`src/design/rbf_pkg.sv`:
```
// Shared constants, codes and control types for the ring buffer FIFO.
package rbf_pkg;

   localparam int RBF_DEPTH      = 256;
   localparam int RBF_ELEM_WIDTH = 8;
   localparam int RBF_MAX_BURST  = 64;

   localparam int RBF_CMD_W   = 2;
   localparam int RBF_BURST_W = 7;
   localparam int RBF_FILL_W  = 8;
   localparam int RBF_CSR_W   = 9;

   localparam logic [RBF_CSR_W-1:0] RBF_CAP_RESET = 9'd256;

   typedef enum logic [RBF_CMD_W-1:0] {
      OP_ENQUEUE = 2'd0,
      OP_DEQUEUE = 2'd1,
      OP_STATUS  = 2'd2
   } rbf_op_type;

   typedef enum logic [1:0] {
      ST_IDLE,
      ST_READ,
      ST_EMIT
   } rbf_state_type;

   // Commands from the controller to the datapath.
   typedef struct packed {
      logic accept;
      logic rd_en;
      logic rd_next;
      logic pop;
   } rbf_cmd_type;

   // Status from the datapath to the controller.
   typedef struct packed {
      logic out_free;
      logic deq_burst;
      logic cnt_last;
   } rbf_sts_type;

endpackage

```
`src/design/rbf_if.sv`:
```
// Request and response channel interfaces of the ring buffer FIFO.
interface rbf_req_if
   import rbf_pkg::*;
();
   logic                      valid;
   logic                      ready;
   logic [RBF_CMD_W-1:0]      command;
   logic [RBF_ELEM_WIDTH-1:0] data_in;
   logic [RBF_BURST_W-1:0]    burst_count;

   modport source (output valid, command, data_in, burst_count, input ready);
   modport sink   (input valid, command, data_in, burst_count, output ready);
endinterface

interface rbf_rsp_if
   import rbf_pkg::*;
();
   logic                      valid;
   logic                      ready;
   logic [RBF_ELEM_WIDTH-1:0] data_out;
   logic                      ok;
   logic                      last;
   logic [RBF_FILL_W-1:0]     fill_level;
   logic                      is_empty;
   logic                      is_full;

   modport source (output valid, data_out, ok, last, fill_level, is_empty, is_full,
                   input ready);
   modport sink   (input valid, data_out, ok, last, fill_level, is_empty, is_full,
                   output ready);
endinterface

```
`src/design/rbf_ctrl.sv`:
```
// Controller state machine: sequences accepts, memory reads and burst results.
module rbf_ctrl
   import rbf_pkg::*;
(
   input  logic        clock,
   input  logic        reset,
   input  logic        req_valid,
   output logic        req_ready,
   input  rbf_sts_type sts,
   output rbf_cmd_type cmd
);

   rbf_state_type state_ff, state_in;

   always_ff @(posedge clock) begin
      if (reset) begin
         state_ff <= ST_IDLE;
      end else begin
         state_ff <= state_in;
      end
   end

   always_comb begin
      state_in = state_ff;
      case (state_ff)
         ST_IDLE: begin
            if (req_valid && sts.out_free && sts.deq_burst) begin
               state_in = ST_READ;
            end
         end
         ST_READ: begin
            state_in = ST_EMIT;
         end
         ST_EMIT: begin
            if (sts.out_free && sts.cnt_last) begin
               state_in = ST_IDLE;
            end
         end
         default: begin
            state_in = ST_IDLE;
         end
      endcase
   end

   always_comb begin
      req_ready   = 1'b0;
      cmd.accept  = 1'b0;
      cmd.rd_en   = 1'b0;
      cmd.rd_next = 1'b0;
      cmd.pop     = 1'b0;
      case (state_ff)
         ST_IDLE: begin
            req_ready  = sts.out_free;
            cmd.accept = req_valid && sts.out_free;
         end
         ST_READ: begin
            cmd.rd_en = 1'b1;
         end
         ST_EMIT: begin
            // Each result taken, except the last of the burst, also fetches the element after it.
            cmd.pop     = sts.out_free;
            cmd.rd_next = 1'b1;
            cmd.rd_en   = sts.out_free && !sts.cnt_last;
         end
         default: begin
            req_ready = 1'b0;
         end
      endcase
   end

endmodule

```
`src/design/rbf_datapath.sv`:
```
// Datapath: slot memory, ring positions, burst counter and response register.
module rbf_datapath
   import rbf_pkg::*;
#(
   parameter int DEPTH      = RBF_DEPTH,
   parameter int MAX_BURST  = RBF_MAX_BURST
)(
   input  logic                      clock,
   input  logic                      reset,
   input  logic                      csr_we,
   input  logic [RBF_CSR_W-1:0]      csr_wdata,
   input  logic [RBF_CMD_W-1:0]      command,
   input  logic [RBF_ELEM_WIDTH-1:0] data_in,
   input  logic [RBF_BURST_W-1:0]    burst_count,
   input  logic                      rsp_ready,
   input  rbf_cmd_type               cmd,
   output rbf_sts_type               sts,
   output logic                      rsp_valid,
   output logic [RBF_ELEM_WIDTH-1:0] data_out,
   output logic                      ok,
   output logic                      last,
   output logic [RBF_FILL_W-1:0]     fill_level,
   output logic                      is_empty,
   output logic                      is_full
);

   localparam int PTR_W = $clog2(DEPTH);
   localparam int CNT_W = $clog2(DEPTH + 1);
   localparam int EW    = (CNT_W > RBF_CSR_W) ? CNT_W : RBF_CSR_W;
   localparam int FW    = (CNT_W > RBF_FILL_W) ? CNT_W : RBF_FILL_W;
   localparam int BW    = $clog2(MAX_BURST + 1);
   localparam int MW    = (CNT_W > RBF_BURST_W) ? CNT_W : RBF_BURST_W;

   function automatic logic [CNT_W-1:0] clamp_cap(input logic [RBF_CSR_W-1:0] v);
      logic [EW-1:0] ext;
      ext = EW'(v);
      if (ext < EW'(2)) begin
         return CNT_W'(2);
      end
      if (ext > EW'(DEPTH)) begin
         return CNT_W'(DEPTH);
      end
      return CNT_W'(ext);
   endfunction

   function automatic logic [PTR_W-1:0] wrap_inc(input logic [PTR_W-1:0] p,
                                                 input logic [CNT_W-1:0] cap);
      if ((CNT_W'(p) + CNT_W'(1)) == cap) begin
         return '0;
      end
      return p + PTR_W'(1);
   endfunction

   // Positions are always below the capacity, so one conditional add covers the wrap.
   function automatic logic [CNT_W-1:0] fill_of(input logic [PTR_W-1:0] r,
                                                input logic [PTR_W-1:0] w,
                                                input logic [CNT_W-1:0] cap);
      if (w >= r) begin
         return CNT_W'(w) - CNT_W'(r);
      end
      return CNT_W'(w) + cap - CNT_W'(r);
   endfunction

   logic [RBF_ELEM_WIDTH-1:0] mem [DEPTH];
   logic [RBF_ELEM_WIDTH-1:0] rd_data_ff;

   logic [CNT_W-1:0] cap_ff;
   logic [PTR_W-1:0] rd_pos_ff, rd_pos_in;
   logic [PTR_W-1:0] wr_pos_ff, wr_pos_in;
   logic [BW-1:0]    cnt_ff, cnt_in;
   logic             rsp_valid_ff, rsp_valid_in;

   logic [RBF_ELEM_WIDTH-1:0] data_out_ff, data_out_in;
   logic                      ok_ff, ok_in;
   logic                      last_ff, last_in;
   logic [RBF_FILL_W-1:0]     fill_ff, fill_in;
   logic                      empty_ff, empty_in;
   logic                      full_ff, full_in;

   logic             full_now;
   logic [CNT_W-1:0] avail;
   logic [MW-1:0]    want;
   logic [MW-1:0]    deq_n;
   logic             deq_burst;
   logic             enq_ok;
   logic             imm_load;
   logic             out_load;
   logic [PTR_W-1:0] rd_addr;
   logic [CNT_W-1:0] fill_nx;
   logic [FW-1:0]    fill_ext;

   always_comb begin
      full_now  = (wrap_inc(wr_pos_ff, cap_ff) == rd_pos_ff);
      avail     = fill_of(rd_pos_ff, wr_pos_ff, cap_ff);
      want      = (MW'(burst_count) > MW'(MAX_BURST)) ? MW'(MAX_BURST) : MW'(burst_count);
      deq_n     = (want < MW'(avail)) ? want : MW'(avail);
      deq_burst = (command == OP_DEQUEUE) && (deq_n != '0);
      enq_ok    = cmd.accept && (command == OP_ENQUEUE) && !full_now;
      imm_load  = cmd.accept && !deq_burst;
      out_load  = imm_load || cmd.pop;

      wr_pos_in = enq_ok ? wrap_inc(wr_pos_ff, cap_ff) : wr_pos_ff;
      rd_pos_in = cmd.pop ? wrap_inc(rd_pos_ff, cap_ff) : rd_pos_ff;
      rd_addr   = cmd.rd_next ? rd_pos_in : rd_pos_ff;

      cnt_in = cnt_ff;
      if (cmd.accept && deq_burst) begin
         cnt_in = BW'(deq_n);
      end else if (cmd.pop) begin
         cnt_in = cnt_ff - BW'(1);
      end

      rsp_valid_in = rsp_valid_ff;
      if (out_load) begin
         rsp_valid_in = 1'b1;
      end else if (rsp_ready) begin
         rsp_valid_in = 1'b0;
      end

      // Status of every result is taken after the transaction's own update.
      fill_nx  = fill_of(rd_pos_in, wr_pos_in, cap_ff);
      fill_ext = FW'(fill_nx);
      fill_in  = fill_ext[RBF_FILL_W-1:0];
      empty_in = (rd_pos_in == wr_pos_in);
      full_in  = (wrap_inc(wr_pos_in, cap_ff) == rd_pos_in);

      if (cmd.pop) begin
         data_out_in = rd_data_ff;
         ok_in       = 1'b1;
         last_in     = (cnt_ff == BW'(1));
      end else begin
         data_out_in = '0;
         last_in     = 1'b1;
         case (command)
            OP_ENQUEUE: ok_in = !full_now;
            OP_STATUS:  ok_in = 1'b1;
            default:    ok_in = 1'b0;
         endcase
      end
   end

   always_ff @(posedge clock) begin
      if (reset) begin
         cap_ff       <= clamp_cap(RBF_CAP_RESET);
         rd_pos_ff    <= '0;
         wr_pos_ff    <= '0;
         cnt_ff       <= '0;
         rsp_valid_ff <= 1'b0;
      end else begin
         if (csr_we) begin
            cap_ff    <= clamp_cap(csr_wdata);
            rd_pos_ff <= '0;
            wr_pos_ff <= '0;
         end else begin
            rd_pos_ff <= rd_pos_in;
            wr_pos_ff <= wr_pos_in;
         end
         cnt_ff       <= cnt_in;
         rsp_valid_ff <= rsp_valid_in;
      end
   end

   always_ff @(posedge clock) begin
      if (enq_ok) begin
         mem[wr_pos_ff] <= data_in;
      end
      if (cmd.rd_en) begin
         rd_data_ff <= mem[rd_addr];
      end
   end

   always_ff @(posedge clock) begin
      if (out_load) begin
         data_out_ff <= data_out_in;
         ok_ff       <= ok_in;
         last_ff     <= last_in;
         fill_ff     <= fill_in;
         empty_ff    <= empty_in;
         full_ff     <= full_in;
      end
   end

   assign sts.out_free  = !rsp_valid_ff || rsp_ready;
   assign sts.deq_burst = deq_burst;
   assign sts.cnt_last  = (cnt_ff == BW'(1));

   assign rsp_valid  = rsp_valid_ff;
   assign data_out   = data_out_ff;
   assign ok         = ok_ff;
   assign last       = last_ff;
   assign fill_level = fill_ff;
   assign is_empty   = empty_ff;
   assign is_full    = full_ff;

endmodule

```
`src/design/ring_buffer_fifo.sv`:
```
// Top level of the ring buffer FIFO: controller, datapath and channel wiring.
//
//   channel   dir   handshake            contents
//   req_if    in    valid/ready          command, data_in, burst_count
//   rsp_if    out   valid/ready          data_out, ok, last, fill_level, is_empty, is_full
//   csr       in    csr_we (no stall)    capacity (9 bits)
//
// Enqueue, status and empty dequeues are accepted and the result sits in the output register
// on the next cycle. A dequeue burst of n elements passes an accept step, the registered read
// of the slot memory, then one element per cycle while the output register is free.
// Reset clears the positions and sets capacity 256; the slot memory is not cleared.
// While rsp_if.ready is low the output register holds and a running burst pauses.
module ring_buffer_fifo
   import rbf_pkg::*;
#(
   parameter int DEPTH      = RBF_DEPTH,
   parameter int MAX_BURST  = RBF_MAX_BURST
)(
   input  logic                 clock,
   input  logic                 reset,
   input  logic                 csr_we,
   input  logic [RBF_CSR_W-1:0] csr_wdata,
   rbf_req_if.sink              req_if,
   rbf_rsp_if.source            rsp_if
);

   rbf_cmd_type cmd;
   rbf_sts_type sts;

   rbf_ctrl u_ctrl (
      .clock     (clock),
      .reset     (reset),
      .req_valid (req_if.valid),
      .req_ready (req_if.ready),
      .sts       (sts),
      .cmd       (cmd)
   );

   rbf_datapath #(
      .DEPTH      (DEPTH),
      .MAX_BURST  (MAX_BURST)
   ) u_datapath (
      .clock       (clock),
      .reset       (reset),
      .csr_we      (csr_we),
      .csr_wdata   (csr_wdata),
      .command     (req_if.command),
      .data_in     (req_if.data_in),
      .burst_count (req_if.burst_count),
      .rsp_ready   (rsp_if.ready),
      .cmd         (cmd),
      .sts         (sts),
      .rsp_valid   (rsp_if.valid),
      .data_out    (rsp_if.data_out),
      .ok          (rsp_if.ok),
      .last        (rsp_if.last),
      .fill_level  (rsp_if.fill_level),
      .is_empty    (rsp_if.is_empty),
      .is_full     (rsp_if.is_full)
   );

   // A request transaction never overwrites a response that is still waiting.
   a_accept_needs_room: assert property (@(posedge clock) disable iff (reset)
      (req_if.valid && req_if.ready) |-> (!rsp_if.valid || rsp_if.ready))
      else $error("request accepted while the response register is blocked");

   // A burst element is only pushed into a free response register.
   a_pop_needs_room: assert property (@(posedge clock) disable iff (reset)
      cmd.pop |-> sts.out_free)
      else $error("burst element loaded into a blocked response register");

   // No new request is taken in the cycle after a memory read was issued.
   a_no_accept_after_read: assert property (@(posedge clock) disable iff (reset)
      cmd.rd_en |=> !(req_if.valid && req_if.ready))
      else $error("request accepted in the middle of a burst");

   // Accepts and burst pops are mutually exclusive.
   a_accept_pop_exclusive: assert property (@(posedge clock) disable iff (reset)
      !(cmd.accept && cmd.pop))
      else $error("accept and burst pop in the same cycle");

endmodule
```
`src/flat_wrapper.sv`:
```
// flat-port wrapper written by rule: the top's interface ports become plain ports
module ring_buffer_fifo_flat import rbf_pkg::*;
#(
   parameter int DEPTH      = RBF_DEPTH,
   parameter int MAX_BURST  = RBF_MAX_BURST
)
  (clock, reset, csr_we, csr_wdata, req_if_valid, req_if_command, req_if_data_in, req_if_burst_count, req_if_ready, rsp_if_valid, rsp_if_data_out, rsp_if_ok, rsp_if_last, rsp_if_fill_level, rsp_if_is_empty, rsp_if_is_full, rsp_if_ready);
  rbf_req_if req_if_i ();
  rbf_rsp_if rsp_if_i ();
  input  logic clock;
  input  logic reset;
  input  logic csr_we;
  input  logic [RBF_CSR_W-1:0] csr_wdata;
  input wire logic [$bits(req_if_i.valid)-1:0] req_if_valid;
  input wire logic [$bits(req_if_i.command)-1:0] req_if_command;
  input wire logic [$bits(req_if_i.data_in)-1:0] req_if_data_in;
  input wire logic [$bits(req_if_i.burst_count)-1:0] req_if_burst_count;
  output wire logic [$bits(req_if_i.ready)-1:0] req_if_ready;
  output wire logic [$bits(rsp_if_i.valid)-1:0] rsp_if_valid;
  output wire logic [$bits(rsp_if_i.data_out)-1:0] rsp_if_data_out;
  output wire logic [$bits(rsp_if_i.ok)-1:0] rsp_if_ok;
  output wire logic [$bits(rsp_if_i.last)-1:0] rsp_if_last;
  output wire logic [$bits(rsp_if_i.fill_level)-1:0] rsp_if_fill_level;
  output wire logic [$bits(rsp_if_i.is_empty)-1:0] rsp_if_is_empty;
  output wire logic [$bits(rsp_if_i.is_full)-1:0] rsp_if_is_full;
  input wire logic [$bits(rsp_if_i.ready)-1:0] rsp_if_ready;
  assign req_if_i.valid = req_if_valid;
  assign req_if_i.command = req_if_command;
  assign req_if_i.data_in = req_if_data_in;
  assign req_if_i.burst_count = req_if_burst_count;
  assign req_if_ready = req_if_i.ready;
  assign rsp_if_valid = rsp_if_i.valid;
  assign rsp_if_data_out = rsp_if_i.data_out;
  assign rsp_if_ok = rsp_if_i.ok;
  assign rsp_if_last = rsp_if_i.last;
  assign rsp_if_fill_level = rsp_if_i.fill_level;
  assign rsp_if_is_empty = rsp_if_i.is_empty;
  assign rsp_if_is_full = rsp_if_i.is_full;
  assign rsp_if_i.ready = rsp_if_ready;
  ring_buffer_fifo #(.DEPTH(DEPTH), .MAX_BURST(MAX_BURST)) u_core (.clock(clock), .reset(reset), .csr_we(csr_we), .csr_wdata(csr_wdata), .req_if(req_if_i), .rsp_if(rsp_if_i));
endmodule
```
`config.mk`:
```
export PLATFORM = sky130hd
export DESIGN_NAME = ring_buffer_fifo_flat
export DESIGN_NICKNAME = d
export VERILOG_FILES = /design/src/design/rbf_pkg.sv /design/src/design/rbf_if.sv /design/src/design/rbf_ctrl.sv /design/src/design/rbf_datapath.sv /design/src/design/ring_buffer_fifo.sv /design/src/flat_wrapper.sv
export SDC_FILE = /design/constraint.sdc
export NUM_CORES = 2
export LEC_CHECK = 0
export BUFFER_PORTS_ARGS = -buffer_cell sky130_fd_sc_hd__buf_2
export CAP_MARGIN = 20
export CORE_ASPECT_RATIO = 0.7
export CORE_MARGIN = 5
export CORE_UTILIZATION = 35
export CTS_CLUSTER_SIZE = 20
export DETAILED_ROUTE_END_ITERATION = 16
export GPL_TIMING_DRIVEN = 0
export PLACE_DENSITY_LB_ADDON = 0.15
export REMOVE_ABC_BUFFERS = 1
export SETUP_SLACK_MARGIN = 0.15
export SYNTH_ARGS = -nofsm -noshare
export SYNTH_HDL_FRONTEND = slang
export SYNTH_SLANG_ARGS = --single-unit
```
`constraint.sdc`:
```
create_clock -name clock -period 6.7 [get_ports clock]
set_input_delay 0 -clock clock [delete_from_list [all_inputs] [get_ports clock]]
set_output_delay 0 -clock clock [all_outputs]
set_load 0.02 [all_outputs]
```
==> out/summary.txt <==
Status -> finished clean
Fin. Hold Viols -> 0
CTS Buf Count -> 205
Sum Neg Setup Slack -> 0 ns
Adder-Cell Fraction of Synth Area -> 0.0106
Largest net degree at the start of global routing -> 130
Required time of the critical path -> 7.29 ns
HP Class -> in2reg
Final core utilization -> 0.403
Mapped Cells -> 5,810
Seq/Total Area, Yosys -> 0.713
CTS tree -> built
Warnings, synthesis -> 0
CP arrival -> 7.06 ns
Via count -> 52.7k
Simple-Gate Fraction of Synth Area -> 0.0914
Fin crit share -> 0.966
Die area -> 263,000 µm²
Detailed-route DRC error count -> 0
Crit end category -> flip-flop
Die span in y -> 431 µm
RSZ-0062 raised after global routing -> true
Internal power -> 20.7 mW
Antenna-violating nets left -> 0
Netlist cell types -> 85
Core area -> 251,000 µm²
Post-Synthesis Cell Area -> 88,400 µm²
Seq pwr share -> 0.556
Smallest hold slack -> 0.140 ns
Final WL -> 265,000 µm
CTS root buf -> clkbuf_16
Ys flop type -> edfxtp_1
CP Max Fanout -> 50
PortBufs -> 52
Setup violations, final -> 0
EDFF count, synth -> 2,076
Row cnt -> 154
Drt wl/cell -> 28.2 µm
Lkg Pwr -> 32.2 nW
Tot GR Track Use -> 0.194
Dpl ws -> -2.80 ns
Worst slew margin -> 0.250
Worst setup margin -> 0.229 ns
Least-Margin Pin Slew -> 1.12 ns
Number of top-level pins -> 53
Synth top area share -> 0.705
CP Class -> reg2reg
Post-layout power -> 26.1 mW
Setup Skew -> 0.0510 ns
DR pass1 iterations -> 5
Violation count after the first detailed-route iteration -> 5,850
Clk pwr share -> 0.423
Syn avg cell area -> 15.2 µm²
Final global-route overflow total -> 0
Dpl hpwl -> 158,000 µm
Max-cap violation count -> 0
Ys async rst share -> 0
Startpoint Class -> flip-flop
Vias in the first global route -> 51.4k
Switching part of the total -> 0.206
Maximum VDD drop -> 185 µV
Clk slew on worst S/H paths -> 0.06 ns
Initial Util -> 0.352
Via/cell ratio -> 5.63
Main combinational cell family by area after synthesis -> simple AND/OR/NAND/NOR gates
Layout cells sized above 1 -> 0.141
Cell Pwr Density -> 258 nW/µm²
Count leader, synth -> edfxtp_1
Logic pwr share -> 0.021
Post-synthesis mux area share -> 0.0836
Dominant cells by area after synthesis -> edfxtp_1, mux4_2, nand2_1
Final nets -> 5,967
Initial antenna violation count -> 11
Clock sink count -> 2,111
Synth top cells by count -> edfxtp_1, nand2_1, nor2_1, nand3_1, clkbuf_1
Compound-Gate Fraction of Synth Area -> 0.0682
Worst-Skew Late Latency -> 0.86 ns
Layout Area Growth over Synthesis -> 14.7%
Fin. max-slew vios -> 0
Post-synthesis xor/xnor area fraction -> 0.00846
Fmax -> 0.155 GHz
Htree depth -> 4
Synth area leader -> edfxtp_1
Fin crit period -> 6.47 ns
Horiz. Die Dim -> 611 µm
Placer Congestion -> 0.833
Switching power total -> 5.39 mW
Synth Register Bits -> 2,111
Clock Tree Buf Depth -> 4
First-pass GRT wire length -> 376,000 µm
routing by layer:
| metal | up-vias | track usage | wire, µm |
|---|---|---|---|
| met4 | 0 | 0.0408 | 5730 |
| met2 | 1912 | 0.281 | 113000 |
| met1 | 27561 | 0.300 | 125000 |
| met5 | - | 0 | 0 |
| met3 | 344 | 0.0409 | 21100 |
| li1 | 22905 | - | - |
cells by family (layout without fill, tap and decap cells):
group | after synthesis | after routing
AOI/OAI and AO/OA | 851 | 854
and+or+nand+nor | 1739 | 1744
DFF | 2111 | 2111
other | 0 | 4
adders and majority gates | 65 | 65
muxes | 414 | 414
xor gates and xnor gates | 72 | 72
buffers and inverters | 558 | 753
flip-flops by register name (all words and copies together), names as in the netlist, 2 cells and up:
signal	count
u_core.u_ctrl.state_ff	2
u_core.u_datapath.cap_ff	9
u_core.u_datapath.cnt_ff	7
u_core.u_datapath.data_out	8
u_core.u_datapath.fill_level	8
u_core.u_datapath.mem	2048
u_core.u_datapath.rd_data_ff	8
u_core.u_datapath.rd_pos_ff	8
u_core.u_datapath.wr_pos_ff	8
area by class of cell:
| type | instances | area (µm²) |
|---|---|---|
| Fill cell | 22863 | 150000 |
| Sequential cell | 2111 | 63100 |
| Multi-Input combinational cell | 3149 | 23700 |
| Clock buffer | 258 | 5400 |
| Tap cell | 3354 | 4200 |
| Timing Repair Buffer | 252 | 3730 |
| Clock inverter | 91 | 697 |
| Inverter | 151 | 609 |
| Antenna cell | 4 | 10.0 |
| Timing Repair inverter | 1 | 8.76 |
cells in the final DEF, fill, tap and decap left out, drive strengths merged, types with 38 or more instances in the layout:
master	Yosys	routed
nor4	45	45
clkinv	2	79
nor3	38	38
nor2	331	332
and3	127	127
xnor2	46	46
dlygate4sd3	0	62
a32oi	79	79
nand4	110	110
o31ai	61	61
nand3	293	294
a21oi	154	154
mux4	257	257
inv	149	153
edfxtp	2076	2076
a22oi	56	56
mux2i	133	133
ha	48	48
buf	123	176
a31oi	91	91
o21ai	84	85
nand2	670	670
clkbuf	284	264
o211ai	121	121
final timing paths:
check | startpoint | cells past startpoint | slack [ns] | to
min reg2reg | u_core.u_ctrl.state_ff[0] | 2 | 0.56 | u_core.u_ctrl.state_ff[0]
max reg2reg | u_core.u_datapath.rd_pos_ff[2] | 21 | 0.23 | u_core.u_datapath.rd_data_ff[0]
min | req_if_data_in[6] | 2 | 0.14 | u_core.u_datapath.mem[108][6]
max | u_core.u_datapath.rd_pos_ff[2] | 21 | 0.23 | u_core.u_datapath.rd_data_ff[0]
per-stage QoR:
stage / instance area, µm² / instances
after floorplan: 86800 / 5403
after global placement: 91300 / 8809
after detailed placement: 93800 / 8913
after CTS: 101000 / 9351
after global routing: 101000 / 9367
final: 101000 / 9371
critical path: stages, from the launching register on:
cell and delay, ns:
dfxtp_4 0.41, buf_16 0.21, and2_4 0.21, buf_16 0.15
a211o_1 0.30, a31oi_1 0.28, nor4_4 0.09, o21a_4 0.14
buf_12 0.18, or3_4 0.50, buf_16 0.23, nand3_4 0.14
buf_4 0.28, buf_16 0.29, buf_16 0.24, buf_16 0.28
mux4_2 0.38, a22oi_1 0.47, nand4_1 0.37, a22oi_2 0.40
o211a_1 0.34, nand4b_1 0.12
power groups by stage:
stage                     clock network, mW  logic, mW  registers (mW)
final                                  11.1      0.542            14.5
after global routing                   11.8      0.582            14.5
after CTS                              11.3      0.544            14.5
after detailed placement                  0      0.510            14.8
after global placement                    0      0.454            14.9
after floorplan                           0      0.134            14.8
repair_timing:
item	in CTS	in global routing
setup buffers	10	7
pin swaps	12	10
setup endpoints to repair	46	38
hold endpoints to repair	1109	0
hold buffers	62	0
cloned	17	6
gates resized for setup	42	18
Power figures use the tool's default switching activity.
